File: src/rtl/core/assert_macros.svh
// Assertion macros for the colormap RTL.
// Included by the top-level unit, which checks its own logic; no other dependencies.
`ifndef ASSERT_MACROS_SVH
`define ASSERT_MACROS_SVH

// Clocked property check, disabled while reset is asserted.
`define ASSERT_CLK(label, clk_sig, rst_n_sig, prop, msg) \
  label: assert property (@(posedge clk_sig) disable iff (!rst_n_sig) (prop)) \
    else $error(msg);

// Implication checked on the next clock edge.
`define ASSERT_NEXT(label, clk_sig, rst_n_sig, ante, cons, msg) \
  label: assert property (@(posedge clk_sig) disable iff (!rst_n_sig) \
    (ante) |=> (cons)) else $error(msg);

`endif

File: src/rtl/core/scrgb_pkg.sv
// Shared types and codes for the scalar-to-RGB colormap.
// No dependencies; used by the map datapath and the top level.
package scrgb_pkg;

  typedef enum logic [1:0] {
    MODE_BLUE_HOT  = 2'd0,
    MODE_DIVERGENT = 2'd1,
    MODE_HSV       = 2'd2
  } mode_t;

  typedef struct packed {
    logic [7:0] red;
    logic [7:0] green;
    logic [7:0] blue;
  } rgb_t;

  localparam logic [7:0] CHAN_MAX  = 8'd255;
  localparam logic [7:0] CHAN_HALF = 8'd128;

endpackage

File: src/rtl/core/scrgb_if.sv
// Valid/ready channel interfaces for the colormap: scalar words in, color words out.
// Depends on nothing; the scalar width follows FRAC_BITS.
interface scrgb_scalar_if #(
  parameter int FRAC_BITS = 16
);
  logic                 valid;
  logic                 ready;
  logic [FRAC_BITS:0]   scalar_in;

  modport source (output valid, output scalar_in, input ready);
  modport sink   (input valid, input scalar_in, output ready);
endinterface

interface scrgb_color_if;
  logic       valid;
  logic       ready;
  logic [7:0] red;
  logic [7:0] green;
  logic [7:0] blue;

  modport source (output valid, output red, output green, output blue, input ready);
  modport sink   (input valid, input red, input green, input blue, output ready);
endinterface

File: src/rtl/core/scrgb_map.sv
// Combinational colormap datapath: blue hot, divergent and HSV rainbow maps.
// Depends on scrgb_pkg; expects the scalar already saturated to one.
module scrgb_map #(
  parameter int FRAC_BITS = 16
) (
  input  logic [FRAC_BITS:0] scalar,
  input  scrgb_pkg::mode_t   mode,
  output scrgb_pkg::rgb_t    color
);

  localparam int SW = FRAC_BITS + 1;
  localparam int PW = FRAC_BITS + 9;
  localparam int HW = FRAC_BITS + 3;
  localparam logic [SW-1:0] ONE  = {1'b1, {FRAC_BITS{1'b0}}};
  localparam logic [SW-1:0] HALF = ONE >> 1;
  localparam logic [PW-1:0] ROUND_UP = PW'(ONE) - PW'(1);

  // Blue hot.
  logic [PW-1:0] p255_s, p127_s;
  logic [7:0]    bh_rg, bh_b;

  // Divergent: d is twice the distance from the lower end of its half.
  logic          below_half, at_half;
  logic [SW-1:0] d;
  logic [PW-1:0] p255_d, p127_d, c255_d, c127_d;

  // HSV rainbow.
  logic [HW-1:0]        hue;
  logic [2:0]           sector;
  logic [FRAC_BITS-1:0] frac;
  logic [PW-1:0]        p255_r, c255_r;
  logic [7:0]           up, down;

  assign p255_s = PW'(scalar) * PW'(255);
  assign p127_s = PW'(scalar) * PW'(127);
  assign bh_rg  = p255_s[FRAC_BITS +: 8];
  assign bh_b   = scrgb_pkg::CHAN_HALF + p127_s[FRAC_BITS +: 8];

  assign below_half = scalar < HALF;
  assign at_half    = scalar == HALF;
  assign d          = below_half ? (scalar << 1) : ((scalar - HALF) << 1);
  assign p255_d     = PW'(d) * PW'(255);
  assign p127_d     = PW'(d) * PW'(127);
  assign c255_d     = p255_d + ROUND_UP;
  assign c127_d     = p127_d + ROUND_UP;

  assign hue    = HW'(scalar) * HW'(6);
  assign sector = hue[FRAC_BITS +: 3];
  assign frac   = hue[FRAC_BITS-1:0];
  assign p255_r = PW'(frac) * PW'(255);
  assign c255_r = p255_r + ROUND_UP;
  assign up     = p255_r[FRAC_BITS +: 8];
  assign down   = scrgb_pkg::CHAN_MAX - c255_r[FRAC_BITS +: 8];

  always_comb begin
    color = '0;
    case (mode)
      scrgb_pkg::MODE_BLUE_HOT: begin
        color.red   = bh_rg;
        color.green = bh_rg;
        color.blue  = bh_b;
      end
      scrgb_pkg::MODE_DIVERGENT: begin
        if (below_half) begin
          color.red   = p255_d[FRAC_BITS +: 8];
          color.green = p255_d[FRAC_BITS +: 8];
          color.blue  = scrgb_pkg::CHAN_HALF + p127_d[FRAC_BITS +: 8];
        end else if (at_half) begin
          color.red   = scrgb_pkg::CHAN_MAX;
          color.green = scrgb_pkg::CHAN_MAX;
          color.blue  = scrgb_pkg::CHAN_MAX;
        end else begin
          color.red   = scrgb_pkg::CHAN_MAX - c127_d[FRAC_BITS +: 8];
          color.green = scrgb_pkg::CHAN_MAX - c255_d[FRAC_BITS +: 8];
          color.blue  = scrgb_pkg::CHAN_MAX - c255_d[FRAC_BITS +: 8];
        end
      end
      scrgb_pkg::MODE_HSV: begin
        // Sector six only occurs at exactly one and wraps back to red.
        case (sector)
          3'd0: begin
            color.red = scrgb_pkg::CHAN_MAX; color.green = up;   color.blue = 8'd0;
          end
          3'd1: begin
            color.red = down; color.green = scrgb_pkg::CHAN_MAX; color.blue = 8'd0;
          end
          3'd2: begin
            color.red = 8'd0; color.green = scrgb_pkg::CHAN_MAX; color.blue = up;
          end
          3'd3: begin
            color.red = 8'd0; color.green = down; color.blue = scrgb_pkg::CHAN_MAX;
          end
          3'd4: begin
            color.red = up;   color.green = 8'd0; color.blue = scrgb_pkg::CHAN_MAX;
          end
          3'd5: begin
            color.red = scrgb_pkg::CHAN_MAX; color.green = 8'd0; color.blue = down;
          end
          default: begin
            color.red = scrgb_pkg::CHAN_MAX; color.green = 8'd0; color.blue = 8'd0;
          end
        endcase
      end
      default: begin
        color = '0;
      end
    endcase
  end

endmodule

File: src/rtl/core/scalar_to_rgb_colormap_unit.sv
// An accepted word is held in the input register, then mapped into the color register that drives the output.
// Throughput: one word per cycle; the input register and the color register
// form a two-stage pipeline that stalls only while the output is held off.
// Reset (synchronous, active low) empties both stages and selects blue hot.
// Depends on scrgb_pkg, scrgb_if.sv, scrgb_map and assert_macros.svh.
module scalar_to_rgb_colormap_unit #(
  parameter int FRAC_BITS = 16
) (
  input  logic                 clk,
  input  logic                 rst_n,
  scrgb_scalar_if.sink         in_stream,
  scrgb_color_if.source        out_stream,
  input  logic                 cfg_we,
  input  logic [1:0]           cfg_wdata
);

  `include "assert_macros.svh"

  localparam logic [FRAC_BITS:0] ONE = {1'b1, {FRAC_BITS{1'b0}}};

  scrgb_pkg::mode_t   map_mode_r;
  logic               s1_valid_r;
  logic [FRAC_BITS:0] s1_scalar_r, s1_scalar_nxt;
  logic               out_valid_r;
  scrgb_pkg::rgb_t    out_color_r, out_color_nxt;
  logic               out_adv, in_ready;
  logic               in_fire, s1_fire;
  logic               hsv_out, hsv_full, bh_out, bh_shape;

  assign out_adv  = !out_valid_r || out_stream.ready;
  assign in_ready = !s1_valid_r || out_adv;

  // Scalars above one are clipped before they are registered.
  assign s1_scalar_nxt = (in_stream.scalar_in > ONE) ? ONE : in_stream.scalar_in;

  scrgb_map #(
    .FRAC_BITS (FRAC_BITS)
  ) u_map (
    .scalar (s1_scalar_r),
    .mode   (map_mode_r),
    .color  (out_color_nxt)
  );

  always_ff @(posedge clk) begin
    if (!rst_n) begin
      map_mode_r  <= scrgb_pkg::MODE_BLUE_HOT;
      s1_valid_r  <= 1'b0;
      out_valid_r <= 1'b0;
    end else begin
      if (cfg_we) begin
        map_mode_r <= scrgb_pkg::mode_t'(cfg_wdata);
      end
      if (in_ready) begin
        s1_valid_r <= in_stream.valid;
      end
      if (out_adv) begin
        out_valid_r <= s1_valid_r;
      end
    end
  end

  always_ff @(posedge clk) begin
    if (in_ready && in_stream.valid) begin
      s1_scalar_r <= s1_scalar_nxt;
    end
    if (out_adv && s1_valid_r) begin
      out_color_r <= out_color_nxt;
    end
  end

  assign in_stream.ready  = in_ready;
  assign out_stream.valid = out_valid_r;
  assign out_stream.red   = out_color_r.red;
  assign out_stream.green = out_color_r.green;
  assign out_stream.blue  = out_color_r.blue;

  assign in_fire  = in_stream.valid && in_ready;
  assign s1_fire  = s1_valid_r && out_adv;
  assign hsv_out  = out_valid_r && (map_mode_r == scrgb_pkg::MODE_HSV);
  assign hsv_full = (out_color_r.red == scrgb_pkg::CHAN_MAX) ||
                    (out_color_r.green == scrgb_pkg::CHAN_MAX) ||
                    (out_color_r.blue == scrgb_pkg::CHAN_MAX);
  assign bh_out   = out_valid_r && (map_mode_r == scrgb_pkg::MODE_BLUE_HOT);
  assign bh_shape = (out_color_r.red == out_color_r.green) &&
                    (out_color_r.blue >= scrgb_pkg::CHAN_HALF);

  `ASSERT_NEXT(a_accept_fills_s1, clk, rst_n, in_fire, s1_valid_r, "accepted word lost")
  `ASSERT_NEXT(a_s1_moves_out, clk, rst_n, s1_fire, out_valid_r, "stage word not passed")
  `ASSERT_CLK(a_hsv_full_value, clk, rst_n, !hsv_out || hsv_full, "no full HSV channel")
  `ASSERT_CLK(a_blue_hot_shape, clk, rst_n, !bh_out || bh_shape, "blue hot out of shape")

endmodule
File: src/flat_wrapper.sv
// flat-port wrapper written by rule: the top's interface ports become plain ports
module scalar_to_rgb_colormap_unit_flat 
#(
  parameter int FRAC_BITS = 16
)
  (clk, rst_n, cfg_we, cfg_wdata, in_stream_valid, in_stream_scalar_in, in_stream_ready, out_stream_valid, out_stream_red, out_stream_green, out_stream_blue, out_stream_ready);
  scrgb_scalar_if #(.FRAC_BITS(FRAC_BITS)) in_stream_i ();
  scrgb_color_if out_stream_i ();
  input  logic clk;
  input  logic rst_n;
  input  logic cfg_we;
  input  logic [1:0] cfg_wdata;
  input wire logic [$bits(in_stream_i.valid)-1:0] in_stream_valid;
  input wire logic [$bits(in_stream_i.scalar_in)-1:0] in_stream_scalar_in;
  output wire logic [$bits(in_stream_i.ready)-1:0] in_stream_ready;
  output wire logic [$bits(out_stream_i.valid)-1:0] out_stream_valid;
  output wire logic [$bits(out_stream_i.red)-1:0] out_stream_red;
  output wire logic [$bits(out_stream_i.green)-1:0] out_stream_green;
  output wire logic [$bits(out_stream_i.blue)-1:0] out_stream_blue;
  input wire logic [$bits(out_stream_i.ready)-1:0] out_stream_ready;
  assign in_stream_i.valid = in_stream_valid;
  assign in_stream_i.scalar_in = in_stream_scalar_in;
  assign in_stream_ready = in_stream_i.ready;
  assign out_stream_valid = out_stream_i.valid;
  assign out_stream_red = out_stream_i.red;
  assign out_stream_green = out_stream_i.green;
  assign out_stream_blue = out_stream_i.blue;
  assign out_stream_i.ready = out_stream_ready;
  scalar_to_rgb_colormap_unit #(.FRAC_BITS(FRAC_BITS)) u_core (.clk(clk), .rst_n(rst_n), .in_stream(in_stream_i), .out_stream(out_stream_i), .cfg_we(cfg_we), .cfg_wdata(cfg_wdata));
endmodule
File: config.mk
export PLATFORM = sky130hd
export DESIGN_NAME = scalar_to_rgb_colormap_unit_flat
export DESIGN_NICKNAME = d
export VERILOG_FILES = /design/src/rtl/core/scrgb_pkg.sv /design/src/rtl/core/scrgb_if.sv /design/src/rtl/core/scrgb_map.sv /design/src/rtl/core/scalar_to_rgb_colormap_unit.sv /design/src/flat_wrapper.sv
export VERILOG_INCLUDE_DIRS = /design/src /design/src/rtl/core
export SDC_FILE = /design/constraint.sdc
export NUM_CORES = 1
export LEC_CHECK = 0
export BUFFER_PORTS_ARGS = -buffer_cell sky130_fd_sc_hd__buf_2
export CORE_ASPECT_RATIO = 1.5
export CORE_UTILIZATION = 59
export DETAILED_ROUTE_END_ITERATION = 7
export GPL_TIMING_DRIVEN = 0
export PLACE_DENSITY = 0.77
export SYNTH_ARGS = -nofsm -noshare
export SYNTH_HDL_FRONTEND = slang
export SYNTH_SLANG_ARGS = --single-unit
export TNS_END_PERCENT = 1
File: constraint.sdc
create_clock -name clk -period 6.8 [get_ports clk]
set_input_delay 1.02 -clock clk [delete_from_list [all_inputs] [get_ports clk]]
set_output_delay 1.02 -clock clk [all_outputs]
set_load 0.02 [all_outputs]
**Word-level counts from Yosys, hierarchy flattened**

Cells that the tools add are included.

- Logic and storage cells: 45
- Input bits: 24
- Flip-flop bits (word level): 45
- Output and inout bits: 26

- Mux-type cells: 5
- $mul: 6
- Reductions and logical operators: 8
- Add/sub/neg operators: 9
- Equality and inequality tests: 8
- $lt $le $gt $ge: 2

Operators by type and width:

| kind | number |
|---|---|
| $pmux W24 S6 | 1 |
| $add A24 B16 Y24 const B | 3 |
| $pmux W24 S3 | 1 |
| $mul A17 B7 Y24 const B | 2 |
| $mul A17 B8 Y24 const B | 2 |
| $mux W24 | 2 |
| $sub A8 B8 Y8 const A | 3 |
| $mul A15 B8 Y23 const B | 1 |
| $mul A17 B2 Y18 const B | 1 |
| $eq A17 B16 Y1 const B | 1 |
| $gt A17 B17 Y1 const B | 1 |
| $lt A17 B16 Y1 const B | 1 |
| $mux W17 | 1 |
| $add A8 B8 Y8 const A | 2 |
| $sub A16 B16 Y16 const B | 1 |
| $eq A3 B2 Y1 const B | 2 |
| $eq A3 B3 Y1 const B | 2 |
| $eq A3 B1 Y1 const B | 1 |
| $logic_not A3 Y1 | 1 |
| $eq A2 B1 Y1 const B | 1 |
| $eq A2 B2 Y1 const B | 1 |
| $logic_and A1 B1 Y1 | 2 |
| $logic_not A1 Y1 | 2 |
| $logic_not A2 Y1 | 1 |
| $logic_or A1 B1 Y1 | 2 |

**Depth between registers and ports, before layout**

Gate-level depths: netlist (run 1).

- Depth in word-level cells: 8
- Gate-level depth with buffers: 29
- Gate-level depth less buffers: 29

**Modules after synthesis**

A second synthesis (run 1) with hierarchy kept.

- Cell total of the unflattened synthesis: 1478
- Area, all modules: 13217.7 um2

By module, submodules not included:

| module | times used | area each (um2) | cells each | sequential area each (um2) |
|---|---|---|---|---|
| scrgb_map | 1 | 11627.4 | 1399 | 0.0 |
| scalar_to_rgb_colormap_unit | 1 | 1590.3 | 79 | 1311.3 |

**Least setup slack after synthesis (run 1)**

No wires, ideal clock.

- Path kind: register to register
- From: reg u_core.s1_scalar_r[0]
- To: reg u_core.out_color_r, in the netlist u_core.out_stream.green[7], data pin
- Arrival time: 6.901 ns
- Clock period less this slack: 7.167 ns
- Setup time: 0.266 ns
- Path slack: -0.367 ns
- Buffers on the path: 1
- Cell stages (with the launch flop): 28
- Path through: edfxtp_1 ha_1 inv_1 fa_1 nor2b_1 o31a_1 o21a_1 nor2_1 xnor2_1 xor2_1 ha_1 fa_1 fa_1 inv_1 fa_1 inv_1 ha_1 buf_2 a21oi_1 o21ai_2 a2111oi_2 nor3_2 xor2_2 nand4_2 nand4bb_1 xor2_1 a21oi_1 or3b_1

RTL lines:

| element | RTL line | text |
|---|---|---|
| start, declared | scalar_to_rgb_colormap_unit.sv:23 | `logic [FRAC_BITS:0] s1_scalar_r, s1_scalar_nxt;` |
| start signal, assigned | scalar_to_rgb_colormap_unit.sv:64 | `s1_scalar_r <= s1_scalar_nxt;` |
| end signal, assigned | scalar_to_rgb_colormap_unit.sv:67 | `out_color_r <= out_color_nxt;` |
| end, declared | scalar_to_rgb_colormap_unit.sv:25 | `scrgb_pkg::rgb_t out_color_r, out_color_nxt;` |

==> summary.md, run 1 <==
| Metric | Value |
|---|---|
| Final setup margin | `-211 ps` |
| Synth warn | `0` |
| Synthesized Nets | `between 1500 and 2000` |
| Worst min path class | `reg -> reg` |
| Drt total wl | `between 30000 and 40000 um` |
| Final non-filler cell total | `roughly 1900` |
| Reg clk slew, reported paths | `~70 ps` |
| Max-cap violations | `0` |
| Kind of critical path | `reg -> reg` |
| Most common cell in the netlist | `inv_1` |
| Most used flip-flop cell after synthesis | `edfxtp_1` |
| Cell taking the most area after synthesis | `fa_1` |
| CP endpoint kind | `flip-flop` |
| Commonest cells post-synth | `inv_1 (262), ha_1 (175), fa_1 (156), a21oi_1 (82), nand2_1 (79)` |
| Setup crit start | `u_core.s1_scalar_r[1]` |
| Slew @ Worst Pin | `around 1300 ps` |
| Starting DRT DRC Count | `819` |
| Outcome | `finished with violations` |
| First-pass iteration count of the detailed router | `5` |
| Drt drc | `0` |
| Setup-failing EPs final | `10` |
| Multiplexer area fraction after synthesis | `less than 1%` |
| Violated checks | `negative setup slack` |
| Register area share after synthesis | `roughly 9.7%` |
| WP data required | `between 6000 and 7000 ps` |
| Wire per inst | `20.3 um` |
| Post-synth EDFFs | `between 40 and 50` |
| RSZ-0062 raised after global routing | `true` |
| Fin crit period | `7010 ps` |
| Asr flop ratio synth | `0%` |
| Core area | `22400 um2` |
| Placement Setup Slack | `-1060 ps` |
| Synth area leaders | `fa_1 (23%), ha_1 (16%), edfxtp_1 (9.1%), inv_1 (7.3%), xnor2_1 (3.6%)` |
| Via Count | `~12000` |
| Antenna Cells | `0` |
| Peak Freq | `about 140 MHz` |
| CP dominant cell by count | `xor2_1` |
| Setup TNS | `-1050 ps` |
| GRT Util Overall | `between 30% and 40%` |
| Yosys cell types | `around 110` |
| CP Launch Type | `flip-flop` |
| Fin crit share | `103%` |
| Largest net degree at the start of global routing | `18` |
| Rel. slew slack | `9.60%` |
| FP Rows | `67` |
| Clock root buffer | `clkbuf_16` |
| First-pass GRT wire length | `approximately 61000 um` |
| TritonCTS Buffers | `5` |
| Setup Skew | `about 8.5 ps` |
| Endpoints failing hold | `0` |
| Detailed placement HPWL | `30300 um` |
| Die ar. | `about 23000 um2` |
| Initial Util | `60.1%` |
| Placed cell count | `between 1500 and 2000` |
| # IOs | `50` |
| #FFs+latches synth | `45` |
| Number of port buffers | `49` |
| Hold_sp | `u_core.s1_valid_r` |
| RD Place Congestion | `~0.96` |
| Clk buf depth | `2` |
| H-Tree Depth | `2` |
| DIE WIDTH | `125 um` |
| Area Growth Syn to Fin | `16.2%` |
| Via density | `approximately 6.2` |
| Yosys top cell area share | `between 20% and 30%` |
| Clock sink count | `45` |
| DRT antenna net count | `0` |
| CP max FO | `7` |
| Max incr delay on CP | `about 600 ps` |
| Data arrival time of the worst path | `between 7000 and 8000 ps` |
| XOR/XNOR share of the synthesized area | `under 10%` |
| CTS Hold Bufs | `0` |
| Syn Area/Cell | `between 8 and 9 um2` |
| Synth Area in Compound Gates | `about a fifth` |
| Largest family of logic cells by synthesized area | `adder cells` |
| Post-Synth Adder-Cell Area | `39.7%` |
| # nets final | `about 2000` |
| Layout cells sized above 1 | `a little under a fifth` |
| Post-Syn Instances | `~1500` |
| Reg-to-Reg Start | `u_core.s1_scalar_r[1]` |
| Die Span Y | `187 um` |
| Grt total ovfl | `0` |
| Synthesized-area fraction occupied by and/or/nand/nor cells | `between 10% and 20%` |
| Crit path max-delay cell type | `fa_1` |
| Initial antenna violation count | `0` |
| Worst-skew pair later-pin latency | `about 320 ps` |
| Post-route cell area | `between 15000 and 20000 um2` |
| Vias in the first global route | `about 12000` |
| Dpl cell area | `between 10000 and 15000 um2` |
| Netlist Area Pre-Place | `approximately 13000 um2` |
| Slew Limit Fails | `0` |
| CTS tree | `done` |
cell families after synthesis:
logic type / after synthesis
AOI/OAI and AO/OA: 377
xor gates and xnor gates: 115
adders and majority gates: 334
buffers and inverters: 290
DFF: 45
muxes: 11
and+or+nand+nor: 339
state kept, by name, summed over array words and instances (netlist names):
signal                   cells
u_core.out_stream.green      8
u_core.out_stream.valid      1
u_core.s1_scalar_r          17
u_core.out_stream.blue       8
u_core.map_mode_r            2
u_core.s1_valid_r            1
u_core.out_stream.red        8
layout make-up:
| cell class | instances | area [um2] |
|---|---|---|
| fill | 1740 | 6750 |
| timing repair buffer | 130 | 891 |
| clock buffer | 5 | 125 |
| buffer | 27 | 153 |
| sequential | 45 | 1310 |
| multi-input combinational | 1176 | 11800 |
| tap | 276 | 345 |
| inverter | 262 | 988 |
| clock inverter | 3 | 50.0 |
placed cells by master, fill, tap and decap left out, types with 35 or more instances in the layout:
cell type	synthesis	layout
inv_1	262	254
fa_1	156	154
ha_1	175	154
nand2_1	79	79
buf_4	0	73
nor2_1	73	69
a21oi_1	82	66
buf_2	10	56
o21ai_0	55	46
xor2_1	52	43
xnor2_1	56	42
edfxtp_1	41	41
a21o_1	36	36
nor3_1	36	35
critical path, delay by kind of cell (launching register included):
family,cells,cell delay (ps)
AND/OR/NAND/NOR,7,1670
XOR/XNOR,5,1080
buffers and inverters,8,840
AO/OA/AOI/OAI,4,570
flip-flops,1,460
adder cells (fa/ha/maj),5,2140
stage by stage:
stage	hold slack [ps]	utilization, %
6_report	516	69.8
5_1_grt	547	69.8
4_1_cts	515	68.2
3_5_place_dp	494	63.3
3_3_place_gp	489	63.2
2_1_floorplan	477	-
worst paths after layout:
check / to / cells after the start / slack (ps)
max: u_core.out_stream.green[7] / 29 / -210
min: u_core.out_stream.valid / 1 / 520
max reg2reg: u_core.out_stream.green[7] / 29 / -210
min reg2reg: u_core.out_stream.valid / 1 / 520
repair_timing:
item                                    CTS  global route
pin swaps                                53            51
setup buffers                            65            15
gates resized for setup                  82            57
endpoints found under the setup margin   24            24
layer usage:
layer  GRT usage, %  vias up  routed length, um
li1               -     5521                  -
met1           37.3     5866              14400
met2           61.9      387              20500
met3           2.63      120               1590
met4           19.6        0               2490
met5              0        -                  0
Power of run 1 is not shown: default switching activity piles up to over one toggle a cycle in this logic, so the estimate is an artifact.
==> inputs of run 2 (changes only) <==
--- a/config.mk
+++ b/config.mk
@@ -7,7 +7,7 @@
 export NUM_CORES = 1
 export LEC_CHECK = 0
 export BUFFER_PORTS_ARGS = -buffer_cell sky130_fd_sc_hd__buf_2
-export CORE_ASPECT_RATIO = 1.5
+export CORE_ASPECT_RATIO = 1.2
 export CORE_UTILIZATION = 59
 export DETAILED_ROUTE_END_ITERATION = 7
 export GPL_TIMING_DRIVEN = 0
==> summary.md, run 2 (synthesis gave the netlist of run 1 again) <==
| Metric | Value |
|---|---|
| Clk buf depth | `2 (unchanged)` |
| Most frequent cells in the layout | `inv_1 (258), ha_1 (160), fa_1 (155) (was inv_1 (254), fa_1 (154), ha_1 (154))` |
| CP endpoint kind | `flip-flop (unchanged)` |
| Slew @ Worst Pin | `1280 ps (was 1340 ps)` |
| Kind of critical path | `reg -> reg (unchanged)` |
| Via Count | `11820 (was 11894)` |
| Die ar. | `23400 um2 (about the same)` |
| Area Growth Syn to Fin | `14.4% (was 16.2%)` |
| Peak Freq | `142 MHz (was 143 MHz)` |
| Die Span Y | `167 um (was 187 um)` |
| Worst min path class | `reg -> reg (unchanged)` |
| # nets final | `1986 (was 2002)` |
| Rel. slew slack | `13.3% (was 9.60%)` |
| CTS tree | `done (unchanged)` |
| Final non-filler cell total | `1911 (was 1924)` |
| Max reg flops | `17 (unchanged)` |
| Drt drc | `0 (unchanged)` |
| Fin crit period | `7050 ps (was 7010 ps)` |
| Setup Skew | `5.38 ps (was 8.45 ps)` |
| Max-cap violations | `0 (unchanged)` |
| Reg clk slew, reported paths | `70 ps (about the same)` |
| Clock root buffer | `clkbuf_16 (unchanged)` |
| Wire per inst | `19.5 um (was 20.3 um)` |
| DIE WIDTH | `140 um (was 125 um)` |
| CP max FO | `5 (was 7)` |
| Core area | `22400 um2 (about the same)` |
| Outcome | `finished with violations (unchanged)` |
| Most common cell after layout, fill and taps aside | `inv_1 (unchanged)` |
| Drt total wl | `37300 um (was 39000 um)` |
| RSZ-0062 raised after global routing | `true (unchanged)` |
| # IOs | `50 (unchanged)` |
| Placed cell count | `1840 (was 1837)` |
| Starting DRT DRC Count | `721 (was 819)` |
| Slew Limit Fails | `0 (unchanged)` |
| H-Tree Depth | `2 (unchanged)` |
| Largest net degree at the start of global routing | `18 (unchanged)` |
| First-pass GRT wire length | `60500 um (was 61400 um)` |
| Clock sink count | `45 (unchanged)` |
| Initial Util | `60.2% (was 60.1%)` |
| GRT Util Overall | `32.7% (was 33.4%)` |
| Layout cells sized above 1 | `17.2% (was 18.6%)` |
| Violated checks | `negative setup slack (unchanged)` |
| DRT antenna net count | `0 (unchanged)` |
| WHS | `518 ps (was 516 ps)` |
| Antenna Cells | `0 (unchanged)` |
| Worst-skew pair later-pin latency | `310 ps (was 320 ps)` |
| FP Rows | `60 (was 67)` |
| Reg with most FFs | `u_core.s1_scalar_r (unchanged)` |
| Via density | `6.19 (was 6.18)` |
| Endpoints failing hold | `0 (unchanged)` |
| Vias in the first global route | `11971 (was 12296)` |
| Fillers | `1741 (was 1740)` |
| Data arrival time of the worst path | `7190 ps (was 7070 ps)` |
| Final setup margin | `-251 ps (was -211 ps)` |
| Fin crit share | `104% (was 103%)` |
| WP data required | `6940 ps (was 6860 ps)` |
| RD Place Congestion | `0.951 (was 0.959)` |
| Number of port buffers | `49 (unchanged)` |
| CP Launch Type | `flip-flop (unchanged)` |
| Detailed placement HPWL | `29800 um (was 30300 um)` |
| Grt total ovfl | `0 (unchanged)` |
| First-pass iteration count of the detailed router | `7 (was 5)` |
| Initial antenna violation count | `0 (unchanged)` |
| Setup-failing EPs final | `14 (was 10)` |
| TritonCTS Buffers | `5 (unchanged)` |
run 2: final timing paths:
kind                    startpoint                       end  cells after the start  slack (ps)
max          u_core.s1_scalar_r[1]  u_core.out_stream.red[7]                     27        -250
min              u_core.s1_valid_r   u_core.out_stream.valid                      1         520
max reg2reg  u_core.s1_scalar_r[1]  u_core.out_stream.red[7]                     27        -250
min reg2reg      u_core.s1_valid_r   u_core.out_stream.valid                      1         520
run 2: worst max-delay path, cell delays in order (launching register included):
cell and delay (ps):
edfxtp_1 490, ha_4 180, inv_2 60, fa_2 370, nor2b_2 160, o31a_1 260, o21a_1 190, nor2_4 60
xnor2_4 160, buf_4 160, xor2_4 190, fa_1 530, inv_1 70, fa_1 540, inv_1 60, fa_1 540
inv_1 40, ha_1 360, a211o_1 380, a21oi_4 210, o2111ai_1 230, a311oi_2 400, nand4_4 190, nand4bb_4 240
xor2_2 180, buf_4 160, a221o_1 350, o211ai_1 100
run 2: timing repair:
item / 4_1_cts / 5_1_grt
setup buffers: 59 / 4
hold buffers: 0 / 0
endpoints found under the setup margin: 24 / 24
pin swaps: 52 / 20
resized for setup: 102 / 16
run 2: layout make-up:
class                           instances  area, um2  share of cell area (%)
Multi-Input combinational cell       1176      11700                    75.8
Sequential cell                        45       1310                    8.52
Inverter                              262        983                    6.39
Timing Repair Buffer                  114        757                    4.92
Tap cell                              279        349                    2.27
Buffer                                 27        149                   0.967
Clock buffer                            5        125                   0.813
Clock inverter                          3       48.8                   0.317
run 2: metal layers:
| metal | track usage (%) | vias to the layer above | share of wire [%] |
|---|---|---|---|
| li1 | - | 5491 | - |
| met1 | 39.7 | 5707 | 39 |
| met2 | 57.2 | 501 | 50 |
| met3 | 4.46 | 121 | 6.3 |
| met4 | 15.4 | 0 | 5.1 |
| met5 | 0 | - | 0 |
run 2: per-stage QoR:
| step | TNS, ps | setup WS, ps | cell area, um2 | utilization (%) |
|---|---|---|---|---|
| global placement | -13530 | -987 | 14200 | 63.3 |
| finish | -2050 | -251 | 15400 | 68.8 |
| detailed placement | -15040 | -991 | 14200 | 63.4 |
| global route | -7310 | -461 | 15400 | 68.8 |
| CTS | -98.9 | -44.2 | 15300 | 68.4 |
| floorplan | 0 | 6.59 | 13600 | - |
Power of run 2 is left out for the same reason.
==> inputs of run 3 (changes only) <==
--- a/config.mk
+++ b/config.mk
@@ -8,10 +8,12 @@
 export LEC_CHECK = 0
 export BUFFER_PORTS_ARGS = -buffer_cell sky130_fd_sc_hd__buf_2
 export CORE_ASPECT_RATIO = 1.2
-export CORE_UTILIZATION = 59
+export CORE_UTILIZATION = 60
+export CTS_BUF_LIST = sky130_fd_sc_hd__clkbuf_8
+export CTS_CLUSTER_DIAMETER = 120
 export DETAILED_ROUTE_END_ITERATION = 7
 export GPL_TIMING_DRIVEN = 0
-export PLACE_DENSITY = 0.77
+export PLACE_DENSITY = 0.78
 export SYNTH_ARGS = -nofsm -noshare
 export SYNTH_HDL_FRONTEND = slang
 export SYNTH_SLANG_ARGS = --single-unit
==> summary.md, run 3 (synthesis gave the netlist of run 1 again) <==
| Metric | Value |
|---|---|
| Largest net degree at the start of global routing | `18 (unchanged)` |
| Max incr delay on CP | `560 ps (was 540 ps)` |
| # IOs | `50 (unchanged)` |
| Via Count | `12082 (was 11820)` |
| Slew @ Worst Pin | `945 ps (was 1280 ps)` |
| Reg-to-Reg Start | `u_core.s1_scalar_r[1] (unchanged)` |
| Most common cell after layout, fill and taps aside | `inv_1 (unchanged)` |
| # nets final | `2009 (was 1986)` |
| Slew Limit Fails | `0 (unchanged)` |
| Max reg flops | `17 (unchanged)` |
| Fin crit period | `7160 ps (was 7050 ps)` |
| Clock sink count | `45 (unchanged)` |
| RD Place Congestion | `1.00 (was 0.951)` |
| Outcome | `finished with violations (unchanged)` |
| Reg with most FFs | `u_core.s1_scalar_r (unchanged)` |
| Peak Freq | `140 MHz (was 142 MHz)` |
| Fin crit share | `105% (was 104%)` |
| CTS tree | `done (unchanged)` |
| RSZ-0062 raised after global routing | `true (unchanged)` |
| Endpoints failing hold | `0 (unchanged)` |
| Most frequent cells in the layout | `inv_1 (253), ha_1 (158), fa_1 (154) (was inv_1 (258), ha_1 (160), fa_1 (155))` |
| Fillers | `1592 (was 1741)` |
| Drt total wl | `39000 um (was 37300 um)` |
| Vias in the first global route | `12026 (was 11971)` |
| Drt drc | `8 (was 0)` |
| Layout cells sized above 1 | `18.7% (was 17.2%)` |
| Initial antenna violation count | `0 (unchanged)` |
| Die ar. | `23000 um2 (was 23400 um2)` |
| Data arrival time of the worst path | `7220 ps (was 7190 ps)` |
| TritonCTS Buffers | `5 (unchanged)` |
| Hold_sp | `u_core.s1_valid_r (unchanged)` |
| Via density | `6.26 (was 6.19)` |
| Number of port buffers | `49 (unchanged)` |
| Grt total ovfl | `0 (unchanged)` |
| Area Growth Syn to Fin | `15.5% (was 14.4%)` |
| Hold EP | `u_core.out_stream.valid (unchanged)` |
| First-pass GRT wire length | `61000 um (was 60500 um)` |
| Detailed placement HPWL | `29700 um (was 29800 um)` |
| Core area | `21900 um2 (was 22400 um2)` |
| R2r setup slk | `-360 ps (was -250 ps)` |
| Wire per inst | `20.2 um (was 19.5 um)` |
| Antenna Cells | `0 (unchanged)` |
| CP endpoint kind | `flip-flop (unchanged)` |
| H-Tree Depth | `2 (unchanged)` |
| Clk buf depth | `2 (unchanged)` |
| Reg clk slew, reported paths | `100 ps (was 70 ps)` |
| Clock root buffer | `clkbuf_8 (was clkbuf_16)` |
| Hold Crit Depth | `1 (unchanged)` |
| DIE WIDTH | `139 um (was 140 um)` |
| Placement Setup Slack | `-1030 ps (was -991 ps)` |
| Setup-failing EPs final | `24 (was 14)` |
| Setup TNS | `-4850 ps (was -2050 ps)` |
| Util after Layout | `71.1% (was 68.8%)` |
| Max-cap violations | `0 (unchanged)` |
| Kind of critical path | `reg -> reg (unchanged)` |
| FF-to-FF End | `u_core.out_stream.blue[7] (was u_core.out_stream.red[7])` |
| CP max FO | `7 (was 5)` |
| Violated checks | `design-rule violations, negative setup slack (was negative setup slack)` |
| Multi-input gate area | `11700 um2 (about the same)` |
| FP Rows | `59 (was 60)` |
| Starting DRT DRC Count | `1051 (was 721)` |
| Worst min path class | `reg -> reg (unchanged)` |
| Final setup margin | `-358 ps (was -251 ps)` |
| Setup Skew | `9.96 ps (was 5.38 ps)` |
| WP data required | `6860 ps (was 6940 ps)` |
| First-pass iteration count of the detailed router | `8 (was 7)` |
| Worst-skew pair later-pin latency | `330 ps (was 310 ps)` |
| Reg2Reg Depth | `30 (was 27)` |
| DRT antenna net count | `0 (unchanged)` |
| Initial Util | `61.6% (was 60.2%)` |
| CP Launch Type | `flip-flop (unchanged)` |
| GRT Util Overall | `33.5% (was 32.7%)` |
| FF+latch area | `1310 um2 (unchanged)` |
| Rel. slew slack | `36.2% (was 13.3%)` |
| Die Span Y | `166 um (was 167 um)` |
| Crit path max-delay cell type | `fa_1 (unchanged)` |
==> run 3: cell types whose count changed in the layout (fill, tap and decap cells not counted), sizes merged <==
cell      delta
inv          -2
clkinv       +1
bufinv       -1
buf         +23
clkinvlp     +2
==> run 3: layout make-up <==
cell class | count | share of cell area [%]
Buffer | 26 | 0.934
Timing Repair Buffer | 138 | 6.18
Multi-Input combinational cell | 1176 | 75.3
Inverter | 262 | 6.39
Clock inverter | 3 | 0.129
Clock buffer | 5 | 0.443
Sequential cell | 45 | 8.44
Tap cell | 274 | 2.21
==> run 3: timing repair <==
item	CTS	global route
endpoints found under the setup margin	24	24
gates cloned	0	0
resized for setup	83	45
endpoints found under the hold margin	0	0
hold buffers	0	0
pin swaps	55	44
buffers inserted	67	21
==> run 3: worst max path at each step <==
| stage | depth (start not counted) | slack, ps | from | to |
|---|---|---|---|---|
| 4_1_cts | 27 | -120 | u_core.s1_scalar_r[1] | u_core.out_stream.red[6] |
| 6_report | 30 | -360 | u_core.s1_scalar_r[1] | u_core.out_stream.blue[7] |
| 3_5_place_dp | 26 | -1030 | u_core.s1_scalar_r[2] | u_core.out_stream.green[7] |
| 3_3_place_gp | 27 | -990 | u_core.s1_scalar_r[0] | u_core.out_stream.green[7] |
| 5_1_grt | 30 | -630 | u_core.s1_scalar_r[1] | u_core.out_stream.red[6] |
| 2_1_floorplan | 28 | 7 | u_core.s1_scalar_r[0] | u_core.out_stream.green[7] |
==> run 3: routing by layer <==
layer / vias to the layer above / routed length, um / global-route usage (%)
met2: 504 / 19400 / 58.3
met5: - / 0 / 0
met1: 5924 / 15300 / 41.2
met3: 130 / 2300 / 4.76
met4: 0 / 1960 / 15.0
li1: 5524 / - / -
==> run 3: critical path, delay by kind of cell, from the launching register on <==
family,cells,cell delay [ps]
AOI/OAI and AO/OA,8,1730
xor gates and xnor gates,3,540
adders and majority gates,7,2610
buffers and inverters,7,760
DFF,1,440
and+or+nand+nor,5,790
==> run 3: stage by stage <==
| stage | std cells | cell area (um2) | hold WS, ps |
|---|---|---|---|
| 2_1_floorplan | 1511 | 13600 | 477 |
| 5_1_grt | 1929 | 15500 | 577 |
| 3_5_place_dp | 1835 | 14200 | 499 |
| 6_report | 1929 | 15500 | 537 |
| 4_1_cts | 1909 | 15200 | 532 |
| 3_3_place_gp | 1834 | 14100 | 494 |
Power of run 3 is left out for the same reason.
